### src/cdf_pkg.sv
`timescale 1ns / 1ps
package cdf_pkg;

  localparam int PAYLOAD_DEPTH = 256;
  localparam int ADDR_W = (PAYLOAD_DEPTH > 1) ? $clog2(PAYLOAD_DEPTH) : 1;

  localparam int QUEUE_DEPTH = 4;
  localparam int QUEUE_AW = $clog2(QUEUE_DEPTH);

  localparam logic [7:0] SYNC_FIRST = 8'h5A;
  localparam logic [7:0] SYNC_SECOND = 8'hA5;
  localparam logic [15:0] CRC_POLY = 16'h1021;
  localparam logic [15:0] CRC_INIT = 16'h0000;
  localparam logic [15:0] CRC_TOP = 16'h8000;

  localparam logic [1:0] OP_WR = 2'd0;
  localparam logic [1:0] OP_RD = 2'd1;
  localparam logic [1:0] OP_FRM = 2'd2;

  localparam logic RES_FRAME = 1'b0;
  localparam logic RES_READ = 1'b1;

  localparam logic CMD_RX = 1'b0;
  localparam logic CMD_READ = 1'b1;

  typedef struct packed {
    logic [1:0] kind;
    logic oob;
    logic [7:0] addr;
    logic [7:0] data;
    logic [7:0] len;
  } op_t;

  function automatic logic [15:0] crc_add_byte(input logic [15:0] crc, input logic [7:0] b);
    logic [15:0] c;
    c = crc ^ {b, 8'h00};
    for (int k = 0; k < 8; k++) begin
      if ((c & CRC_TOP) != 16'h0000) begin
        c = (c << 1) ^ CRC_POLY;
      end else begin
        c = c << 1;
      end
    end
    return c;
  endfunction

endpackage

### src/cdf_ram.sv
`timescale 1ns / 1ps
module cdf_ram #(
  parameter int WIDTH = 8,
  parameter int DEPTH = 256
) (
  input  logic                     clk,
  input  logic                     we,
  input  logic [$clog2(DEPTH)-1:0] waddr,
  input  logic [WIDTH-1:0]         wdata,
  input  logic                     re,
  input  logic [$clog2(DEPTH)-1:0] raddr,
  output logic [WIDTH-1:0]         rdata
);

  logic [WIDTH-1:0] mem [DEPTH];

  always_ff @(posedge clk) begin
    if (we) begin
      mem[waddr] <= wdata;
    end
    if (re) begin
      rdata <= mem[raddr];
    end
  end

endmodule

### src/cdf_front.sv
`timescale 1ns / 1ps
module cdf_front import cdf_pkg::*; (
  input  logic        clk,
  input  logic        rst,
  input  logic        in_valid,
  output logic        in_ready,
  input  logic        cmd,
  input  logic [7:0]  rx_byte,
  input  logic [7:0]  read_index,
  output logic        op_valid,
  output op_t         op,
  input  logic        op_ready
);

  localparam logic [1:0] H_SYNC1 = 2'd0;
  localparam logic [1:0] H_SYNC2 = 2'd1;
  localparam logic [1:0] H_LEN = 2'd2;
  localparam logic [1:0] H_BODY = 2'd3;

  logic [1:0]  hunt_state, hunt_state_next;
  logic [7:0]  frame_length, frame_length_next;
  logic [7:0]  body_count, body_count_next;
  logic [15:0] running_crc, running_crc_next;
  logic [7:0]  crc_low, crc_low_next;
  logic [7:0]  type_held, type_held_next;

  logic       acc;
  logic [8:0] pos9, len9, pay_idx;
  logic       len_ok, crc_region, last;

  assign in_ready = op_ready;
  assign acc = in_valid && op_ready;

  assign pos9 = {1'b0, body_count};
  assign len9 = {1'b0, frame_length};
  assign pay_idx = pos9 - 9'd2;
  assign len_ok = frame_length >= 8'd4;
  assign crc_region = pos9 < (len9 - 9'd2);
  assign last = (pos9 + 9'd1) >= len9;

  always_comb begin
    hunt_state_next = hunt_state;
    frame_length_next = frame_length;
    body_count_next = body_count;
    running_crc_next = running_crc;
    crc_low_next = crc_low;
    type_held_next = type_held;
    op_valid = 1'b0;
    op = '0;
    if (cmd == CMD_READ) begin
      op_valid = acc;
      op.kind = OP_RD;
      op.addr = read_index;
      op.oob = !({1'b0, read_index} < 9'(PAYLOAD_DEPTH));
    end else begin
      case (hunt_state)
        H_SYNC1: begin
          if (rx_byte == SYNC_FIRST) hunt_state_next = H_SYNC2;
        end
        H_SYNC2: begin
          if (rx_byte == SYNC_SECOND) hunt_state_next = H_LEN;
          else if (rx_byte != SYNC_FIRST) hunt_state_next = H_SYNC1;
        end
        H_LEN: begin
          frame_length_next = rx_byte;
          body_count_next = 8'd0;
          running_crc_next = CRC_INIT;
          hunt_state_next = (rx_byte == 8'd0) ? H_SYNC1 : H_BODY;
        end
        default: begin
          if (len_ok) begin
            if (crc_region) begin
              running_crc_next = crc_add_byte(running_crc, rx_byte);
              if (body_count == 8'd0) begin
                type_held_next = rx_byte;
              end else if (body_count >= 8'd2 && pay_idx < 9'(PAYLOAD_DEPTH)) begin
                op_valid = acc;
                op.kind = OP_WR;
                op.addr = pay_idx[7:0];
                op.data = rx_byte;
              end
            end else if (pos9 == len9 - 9'd2) begin
              crc_low_next = rx_byte;
            end
          end
          body_count_next = body_count + 8'd1;
          if (last) begin
            hunt_state_next = H_SYNC1;
            if (len_ok && {rx_byte, crc_low} == running_crc) begin
              op_valid = acc;
              op.kind = OP_FRM;
              op.data = type_held;
              op.len = frame_length - 8'd4;
            end
          end
        end
      endcase
    end
  end

  always_ff @(posedge clk) begin
    if (rst) begin
      hunt_state <= H_SYNC1;
      frame_length <= 8'd0;
      body_count <= 8'd0;
      running_crc <= CRC_INIT;
      crc_low <= 8'd0;
      type_held <= 8'd0;
    end else if (acc) begin
      hunt_state <= hunt_state_next;
      frame_length <= frame_length_next;
      body_count <= body_count_next;
      running_crc <= running_crc_next;
      crc_low <= crc_low_next;
      type_held <= type_held_next;
    end
  end

endmodule

### src/cdf_queue.sv
`timescale 1ns / 1ps
module cdf_queue import cdf_pkg::*; (
  input  logic clk,
  input  logic rst,
  input  logic in_valid,
  input  op_t  in_op,
  output logic in_ready,
  output logic out_valid,
  output op_t  out_op,
  input  logic out_ready
);

  op_t slots [QUEUE_DEPTH];
  logic [QUEUE_AW-1:0] wr_ptr, rd_ptr;
  logic [QUEUE_AW:0]   count;
  logic push, pop;

  assign in_ready = count < (QUEUE_AW+1)'(QUEUE_DEPTH);
  assign out_valid = count != '0;
  assign out_op = slots[rd_ptr];
  assign push = in_valid && in_ready;
  assign pop = out_valid && out_ready;

  always_ff @(posedge clk) begin
    if (push) begin
      slots[wr_ptr] <= in_op;
    end
  end

  always_ff @(posedge clk) begin
    if (rst) begin
      wr_ptr <= '0;
      rd_ptr <= '0;
      count <= '0;
    end else begin
      if (push) wr_ptr <= wr_ptr + 1'b1;
      if (pop) rd_ptr <= rd_ptr + 1'b1;
      case ({push, pop})
        2'b10: count <= count + 1'b1;
        2'b01: count <= count - 1'b1;
        default: count <= count;
      endcase
    end
  end

endmodule

### src/cdf_back.sv
`timescale 1ns / 1ps
module cdf_back import cdf_pkg::*; (
  input  logic        clk,
  input  logic        rst,
  input  logic        in_valid,
  input  op_t         in_op,
  output logic        in_ready,
  output logic        out_valid,
  input  logic        out_ready,
  output logic        out_kind,
  output logic [23:0] out_data
);

  logic       op_res, out_free, p_adv, pop;
  logic       p_valid, p_kind, p_oob;
  logic [7:0] p_type, p_len;
  logic [7:0] rdata;

  assign op_res = in_op.kind != OP_WR;
  assign out_free = !out_valid || out_ready;
  assign p_adv = p_valid && out_free;
  assign in_ready = !op_res || !p_valid || out_free;
  assign pop = in_valid && in_ready;

  cdf_ram #(.WIDTH(8), .DEPTH(PAYLOAD_DEPTH)) u_store (
    .clk   (clk),
    .we    (pop && in_op.kind == OP_WR),
    .waddr (in_op.addr[ADDR_W-1:0]),
    .wdata (in_op.data),
    .re    (pop && in_op.kind == OP_RD),
    .raddr (in_op.addr[ADDR_W-1:0]),
    .rdata (rdata)
  );

  always_ff @(posedge clk) begin
    if (rst) begin
      p_valid <= 1'b0;
    end else if (pop && op_res) begin
      p_valid <= 1'b1;
    end else if (p_adv) begin
      p_valid <= 1'b0;
    end
  end

  always_ff @(posedge clk) begin
    if (pop && op_res) begin
      p_kind <= (in_op.kind == OP_RD) ? RES_READ : RES_FRAME;
      p_oob <= in_op.oob;
      p_type <= in_op.data;
      p_len <= in_op.len;
    end
  end

  always_ff @(posedge clk) begin
    if (rst) begin
      out_valid <= 1'b0;
    end else if (p_adv) begin
      out_valid <= 1'b1;
    end else if (out_ready) begin
      out_valid <= 1'b0;
    end
  end

  always_ff @(posedge clk) begin
    if (p_adv) begin
      out_kind <= p_kind;
      if (p_kind == RES_READ) begin
        out_data <= {(p_oob ? 8'h00 : rdata), 16'h0000};
      end else begin
        out_data <= {8'h00, p_len, p_type};
      end
    end
  end

endmodule

### src/crc16_frame_deframer_top.sv
`timescale 1ns / 1ps
// Receive deframer for 0x5A 0xA5 sync, length-prefixed frames with CRC-16/XMODEM.
// Input stream (s_axis): one request per item. tuser = cmd: 0 feeds rx_byte
// from the line, 1 reads the stored payload byte at read_index.
// Output stream (m_axis): tuser = result_kind, 0 for a good frame (frame_type,
// payload_bytes), 1 for read data. Bad CRC or short frames give nothing.
// One request per cycle sustained while m_axis_tready is high; a taken request
// passes through the queue write on the accepting edge, the result stage with
// the payload RAM read, then the output register before m_axis_tvalid rises.
// The front end runs the sync hunt and CRC and posts store writes, reads and
// frame results into a 4-entry op queue; the back end executes them in order
// against the payload RAM, so reads always see earlier writes.
// Reset clears the hunt state, CRC, queue and output; payload RAM contents
// are undefined until written.
// When m_axis_tready is low the output register and result stage hold, the
// back end stops at the next result op, the queue fills with up to 4 ops and
// s_axis_tready stays low until the output drains.
module crc16_frame_deframer_top import cdf_pkg::*; (
  input  logic        clk,
  input  logic        rst,
  input  logic        s_axis_tvalid,
  output logic        s_axis_tready,
  input  logic [15:0] s_axis_tdata,  // rx_byte[7:0], read_index[15:8]
  input  logic        s_axis_tuser,  // cmd
  output logic        m_axis_tvalid,
  input  logic        m_axis_tready,
  output logic [23:0] m_axis_tdata,  // frame_type[7:0], payload_bytes[15:8], read_data[23:16]
  output logic        m_axis_tuser   // result_kind
);

  logic f_valid, f_ready, q_valid, q_ready;
  op_t  f_op, q_op;

  cdf_front u_front (
    .clk        (clk),
    .rst        (rst),
    .in_valid   (s_axis_tvalid),
    .in_ready   (s_axis_tready),
    .cmd        (s_axis_tuser),
    .rx_byte    (s_axis_tdata[7:0]),
    .read_index (s_axis_tdata[15:8]),
    .op_valid   (f_valid),
    .op         (f_op),
    .op_ready   (f_ready)
  );

  cdf_queue u_queue (
    .clk       (clk),
    .rst       (rst),
    .in_valid  (f_valid),
    .in_op     (f_op),
    .in_ready  (f_ready),
    .out_valid (q_valid),
    .out_op    (q_op),
    .out_ready (q_ready)
  );

  cdf_back u_back (
    .clk       (clk),
    .rst       (rst),
    .in_valid  (q_valid),
    .in_op     (q_op),
    .in_ready  (q_ready),
    .out_valid (m_axis_tvalid),
    .out_ready (m_axis_tready),
    .out_kind  (m_axis_tuser),
    .out_data  (m_axis_tdata)
  );

endmodule
### config.mk
export PLATFORM = sky130hd
export DESIGN_NAME = crc16_frame_deframer_top
export DESIGN_NICKNAME = d
export VERILOG_FILES = /design/src/cdf_pkg.sv /design/src/cdf_ram.sv /design/src/cdf_front.sv /design/src/cdf_queue.sv /design/src/cdf_back.sv /design/src/crc16_frame_deframer_top.sv
export SDC_FILE = /design/constraint.sdc
export NUM_CORES = 2
export LEC_CHECK = 0
export ABC_AREA = 0
export BUFFER_PORTS_ARGS = -buffer_cell sky130_fd_sc_hd__clkbuf_2
export CAP_MARGIN = 25
export CORE_ASPECT_RATIO = 0.6
export CORE_MARGIN = 10
export CORE_UTILIZATION = 63
export CTS_BUF_LIST = sky130_fd_sc_hd__clkbuf_16
export DETAILED_ROUTE_END_ITERATION = 16
export GPL_ROUTABILITY_DRIVEN = 0
export PLACE_DENSITY_LB_ADDON = 0.12
export RECOVER_POWER = 50
export SLEW_MARGIN = 30
export SYNTH_ARGS = -nofsm -noshare
export SYNTH_HDL_FRONTEND = slang
export SYNTH_HIERARCHICAL = 1
export SYNTH_SLANG_ARGS = --single-unit
### constraint.sdc
create_clock -name clk -period 6.7 [get_ports clk]
set_input_delay 2.01 -clock clk [delete_from_list [all_inputs] [get_ports clk]]
set_output_delay 2.01 -clock clk [all_outputs]
set_load 0.05 [all_outputs]
Word level (Yosys, flattened, before mapping)
Memory sizes are Yosys's and may differ from the RTL's. A register that Yosys moved wholly into a read port is not among the register bits. Index checks and enable logic that the tools add are counted.

Bits in writable memories: 2152. Logic and storage cells: 176. Memories: 2. Bits of input ports: 21. Output and inout port bits: 27. Bits in registers: 102.

Memory list: u_back.u_store.mem (depth 256, width 8, rd ports 1, clocked after memory_dff 1, wr ports 1, RTL line cdf_ram.sv:15) `logic [WIDTH-1:0] mem [DEPTH];`; u_queue.slots (depth 4, width 26, rd ports 1, clocked after memory_dff 1, wr ports 1, RTL line cdf_queue.sv:13) `op_t slots [QUEUE_DEPTH];`.

Reductions and logical operators: 36. Order comparisons: 6. Muxes and demuxes: 79. Bitwise gates (word level): 14. Equality and inequality tests: 12. $add $sub $neg: 9.

Operator list (count): $mux 16 (37); $mux 13 (8); $pmux 16 s2 (1); $mux 24 (1); $not 3->3 (8); $mux 2 (11); $sub 8x2->9 const B (2); $mux 1 (17); $eq 16x16->1 (1); $logic_not 8->1 (2); $pmux 8 s2 (1); $xor 16x16->16 (1); $reduce_and 6->1 (2); $reduce_bool 2->1 (6); $reduce_and 5->1 (2); $add 8x1->9 const B (1); $eq 8x9->1 (1); $ge 9x8->1 (1); $logic_and 1x1->1 (9); $lt 8x9->1 (1); $lt 9x9->1 const B (1); $add 8x1->8 const B (1); $eq 8x7->1 const B (1); $eq 8x8->1 const B (1); 24 further kinds (39).

Longest topological paths before layout
Depth in word-level cells: 48. Gate-level depth with buffers: 20. Gate-level depth less buffers: 19.

Hierarchy
The synthesis kept the hierarchy.

Modules (own cells, without submodules): cdf_ram (sequential area each 61739.2 µm², cells an instance 3733, area each 79636.4 µm², times used 1); cdf_queue (sequential area each 3423.3 µm², cells an instance 191, area each 4399.2 µm², times used 1); cdf_front (sequential area each 1001.0 µm², cells an instance 456, area each 3653.5 µm², times used 1); cdf_back (sequential area each 1331.3 µm², cells an instance 84, area each 1576.5 µm², times used 1).

Least setup slack after synthesis
No wires, ideal clock.

Path type: input port to flip-flop. Start point: in s_axis_tdata[7]. End point: mem u_queue/slots[0][0] (netlist bit), enable pin. Path buffers: 2. Setup slack: 1.719 ns. Required time: 6.314 ns. Setup time: 0.386 ns. Stages on the path: 9. Arrival: 4.594 ns. Path through: xnor2_1 -> nand4_1 -> or3_1 -> a2111o_1 -> buf_2 -> a21oi_1 -> nor2b_1 -> clkbuf_1 -> and2_1.

Word-level cells in the longest chain between the ends: 9.

Ends and longest elaborated chain: start: declaration (RTL line crc16_frame_deframer_top.sv:23) `input logic [15:0] s_axis_tdata,`; $eq 16x16->1 (RTL line cdf_front.sv:89) `if (len_ok && {rx_byte, crc_low} == running_crc) begin`; $logic_and 1x1->1 (RTL line cdf_front.sv:89); $mux 1 (RTL line cdf_front.sv:89); $mux 1 (RTL line cdf_front.sv:87) `if (last) begin`; $mux 1 (RTL line cdf_front.sv:56) `case (hunt_state)`; $mux 1 (RTL line cdf_front.sv:50) `if (cmd == CMD_READ) begin`; net f_valid (RTL line crc16_frame_deframer_top.sv:31) `logic f_valid, f_ready, q_valid, q_ready;`; $logic_and 1x1->1 (RTL line cdf_queue.sv:21) `assign push = in_valid && in_ready;`; $mux 1 (RTL line cdf_queue.sv:25) `if (push) begin`; $mux 1 (not written as such) (RTL line cdf_queue.sv:26) `slots[wr_ptr] <= in_op;`; end: declaration (RTL line cdf_queue.sv:13).

The timed path passes the listed nets, and every way through them passes these cells.

==> metrics.csv <==
stage,metric,value,unit
run_status,outcome,"complete, but fails checks",
run_status,violations,"capacitance limit, slew limit",
cells_and_area,nNetsFinal,4613,
critical_path,startpoint_type,flip-flop,
logic_synthesis,async_flop_share,0,%
global_route,busiest_layer,met1,
logic_synthesis,syn_inst,4464,
place,numPlacedInstances,6256,
sta,slew_violations,1483,
logic_synthesis,ys_warn_count,6,
logic_synthesis,ys_seq_elements,2268,
logic_synthesis,synth_area_per_cell,20.0,um^2
global_route,grt_use_met2,36.3,%
logic_synthesis,synth_common_cells,"edfxtp_1 (2207), mux4_2 (474), nor2_1 (317)",
sta,fmax,0.179,GHz
global_route,grt_overflow,0,
cts,clock_sinks,2268,
route,firstDrtPassIters,6,
floorplanning,num_io_pins,48,
cts,numCtsBuffers,191,
critical_path,end_kind,flip-flop,
route,drtAntennaViolNets,0,
floorplanning,core_region_area,140000,um^2
global_route,antenna_found_initial,7,
route,wire_per_inst,32.5,um
power_and_ir_drop,ir_drop,307,uV
power_and_ir_drop,leakagePower,30.3,nW
logic_synthesis,syn_nets,4516,
cells_and_area,fill_cells,8661,
logic_synthesis,synth_enable_flop_cells,2207,
floorplanning,die_x,506,um
critical_path,required,7.24,ns
critical_path,worst-setup-path-type,flip-flop to flip-flop,
cells_and_area,drive_above_1_share,19.6,%
route,drcViolationCount,0,
cts,ctsHoldBuffers,0,
global_route,grt_usage,27.0,%
cts,ctsRootBufferMaster,clkbuf_16,
logic_synthesis,synth_seq_area_share,75.6,%
cts,clk_latency,0.81,ns
sta,worst_pin_slew,3.26,ns
place,io_buffers,47,
global_route,grt_pass1_wl,313000,um
route,dr.first_iter.drc_count,6824,
logic_synthesis,synth.most_common_cell,edfxtp_1,
route,wirelength,215000,um
sta,relSlewSlack,-118,%
sta,period_minus_slack,5.57,ns
place,post-dp-hpwl,132000,um
logic_synthesis,netlist_area,89300,um^2
cells_and_area,syn2layout_area_growth,9.11,%
floorplanning,die_area,158000,um^2
logic_synthesis,yosysTopAreaCell,edfxtp_1,
global_route,grt_max_degree,200,
flow_run,max-cap-violations,22,
sta,setup_tns,0,ns
floorplanning,chipHeight,312,um
global_route,grt_pass1_vias,43900,
sta,fin_crit_sh,83.2,%
cts,cts.clk_slew.worst_paths,0.07,ns
cts,clock_path_buffers,3,
global_route,grtUsageMet3,9.16,%
sta,finalSetupViolCount,0,
floorplanning,initial_core_util,63.7,%
cts,cts_tree,yes,
logic_synthesis,synth-main-ff-cell,edfxtp_1,
global_route,met1_usage,43.1,%
logic_synthesis,synth_top_area_share,74.2,%
sta,rsz0062_at_grt,false,
cts,cts_setup_buffers,0,
power_and_ir_drop,p_per_area,405,nW/um^2
route,viasPerCell,6.91,
floorplanning,row_count,106,
sta,skew,0.0254,ns
critical_path,arrival,6.11,ns
critical_path,path_max_fanout,114,
cts,cts_resized,0,
logic_synthesis,yosys.cell_types.count,83,
cts,htreeDepth,4,
hold_path,hp-class,flip-flop to flip-flop,
cells_and_area,stdcell_count,6613,
logic_synthesis,netlist_top_cells_area,"edfxtp_1 (74%), mux4_2 (12%), mux2i_1 (1.8%)",
route,vias,45700,
sta,hold_viol_final,0,
## sequential cells by signal, summed over array words and instances (netlist names), named ones only
register / count
u_back/u_store/mem: 2048
u_queue/slots: 108
u_back/out_data: 24
u_front/running_crc: 16
u_back/p_len: 8
u_back/p_type: 8
u_back/u_store/rdata: 8
u_front/body_count: 8
u_front/crc_low: 8
u_front/frame_length: 8
u_front/type_held: 8
u_queue/count: 3
u_front/hunt_state: 2
u_queue/rd_ptr: 2
u_queue/wr_ptr: 2
u_back/out_kind: 1
u_back/out_valid: 1
u_back/p_kind: 1
u_back/p_oob: 1
u_back/p_valid: 1
## cells by family after synthesis
group / share of synthesized area (%)
AO/OA/AOI/OAI: 3.82
adder cells (fa/ha/maj): 0.443
AND/OR/NAND/NOR: 3.59
buffers and inverters: 1.97
multiplexers: 14.0
flip-flops: 75.6
other: 0.00420
XOR/XNOR: 0.559
## per-stage QoR
step           hold slack (ns)  util (%)  power, mW  setup WS, ns  area (um^2)
3_3_place_gp             0.450      65.3       28.6         0.922        91400
3_5_place_dp             0.468      65.3       28.8         0.891        91500
5_1_grt                  0.493      69.5       40.8         0.707        97400
4_1_cts                  0.479      69.6       39.4          1.66        97500
2_1_floorplan            0.437         -       25.2          1.72        89300
6_report                 0.482      69.5       39.5          1.13        97400
## worst max-delay path: stages, from the launching register on
cell	delay (ns)
dfxtp_1	1.30
mux4_4	1.09
buf_12	0.55
nand3b_1	0.58
o221ai_1	0.31
a21oi_1	0.21
a21oi_1	0.14
nor4_2	0.83
nor4_2	0.12
## routing by layer
layer | vias to the layer above | share of wire [%]
li1 | 18600 | -
met1 | 23900 | 42
met2 | 2947 | 42
met3 | 319 | 14
met4 | 6 | 1.9
met5 | - | 0.054
## worst paths after layout
| check | startpoint | endpoint | slack (ns) | cells past startpoint |
|---|---|---|---|---|
| setup reg to reg | flip-flop | u_back/u_store/rdata[6]$_DFFE_PP_ | 1.13 | 8 |
| hold reg to reg | u_front/type_held[2]$_SDFFE_PP0P_ | u_front/type_held[2]$_SDFFE_PP0P_ | 0.48 | 2 |
| hold / removal | u_front/type_held[2]$_SDFFE_PP0P_ | u_front/type_held[2]$_SDFFE_PP0P_ | 0.48 | 2 |
| setup / recovery | flip-flop | u_back/u_store/rdata[6]$_DFFE_PP_ | 1.13 | 8 |
## cell usage in the layout, fill, tap and decap left out, drive strengths merged, types with 30 or more instances in the layout
| master | n |
|---|---|
| a21oi | 131 |
| nor3 | 36 |
| ha | 30 |
| nand3 | 58 |
| edfxtp | 2207 |
| a22oi | 136 |
| buf | 109 |
| nor4 | 31 |
| o221ai | 48 |
| clkbuf | 260 |
| o21ai | 45 |
| nor2 | 317 |
| mux2i | 158 |
| nand2 | 79 |
| clkinv | 103 |
| mux4 | 483 |
| nor2b | 57 |
| inv | 63 |
| xnor2 | 41 |
| dfxtp | 61 |
## report_power, final
| group | switching [mW] | internal (mW) |
|---|---|---|
| combinational | 7.40 | 3.61 |
| clock | 4.98 | 5.75 |
| sequential | 0.120 | 17.6 |
## final cells by class
type	count	area, um^2	area share, %
multi-input combinational	1900	20100	20.7
sequential	2268	67500	69.3
inverter	26	97.6	0.100
timing repair buffer	174	1310	1.35
clock inverter	158	1100	1.13
antenna	2	5.00	0.00514
clock buffer	195	4880	5.01
tap	1890	2360	2.43
No activity file was read; power rests on OpenSTA's default activity.
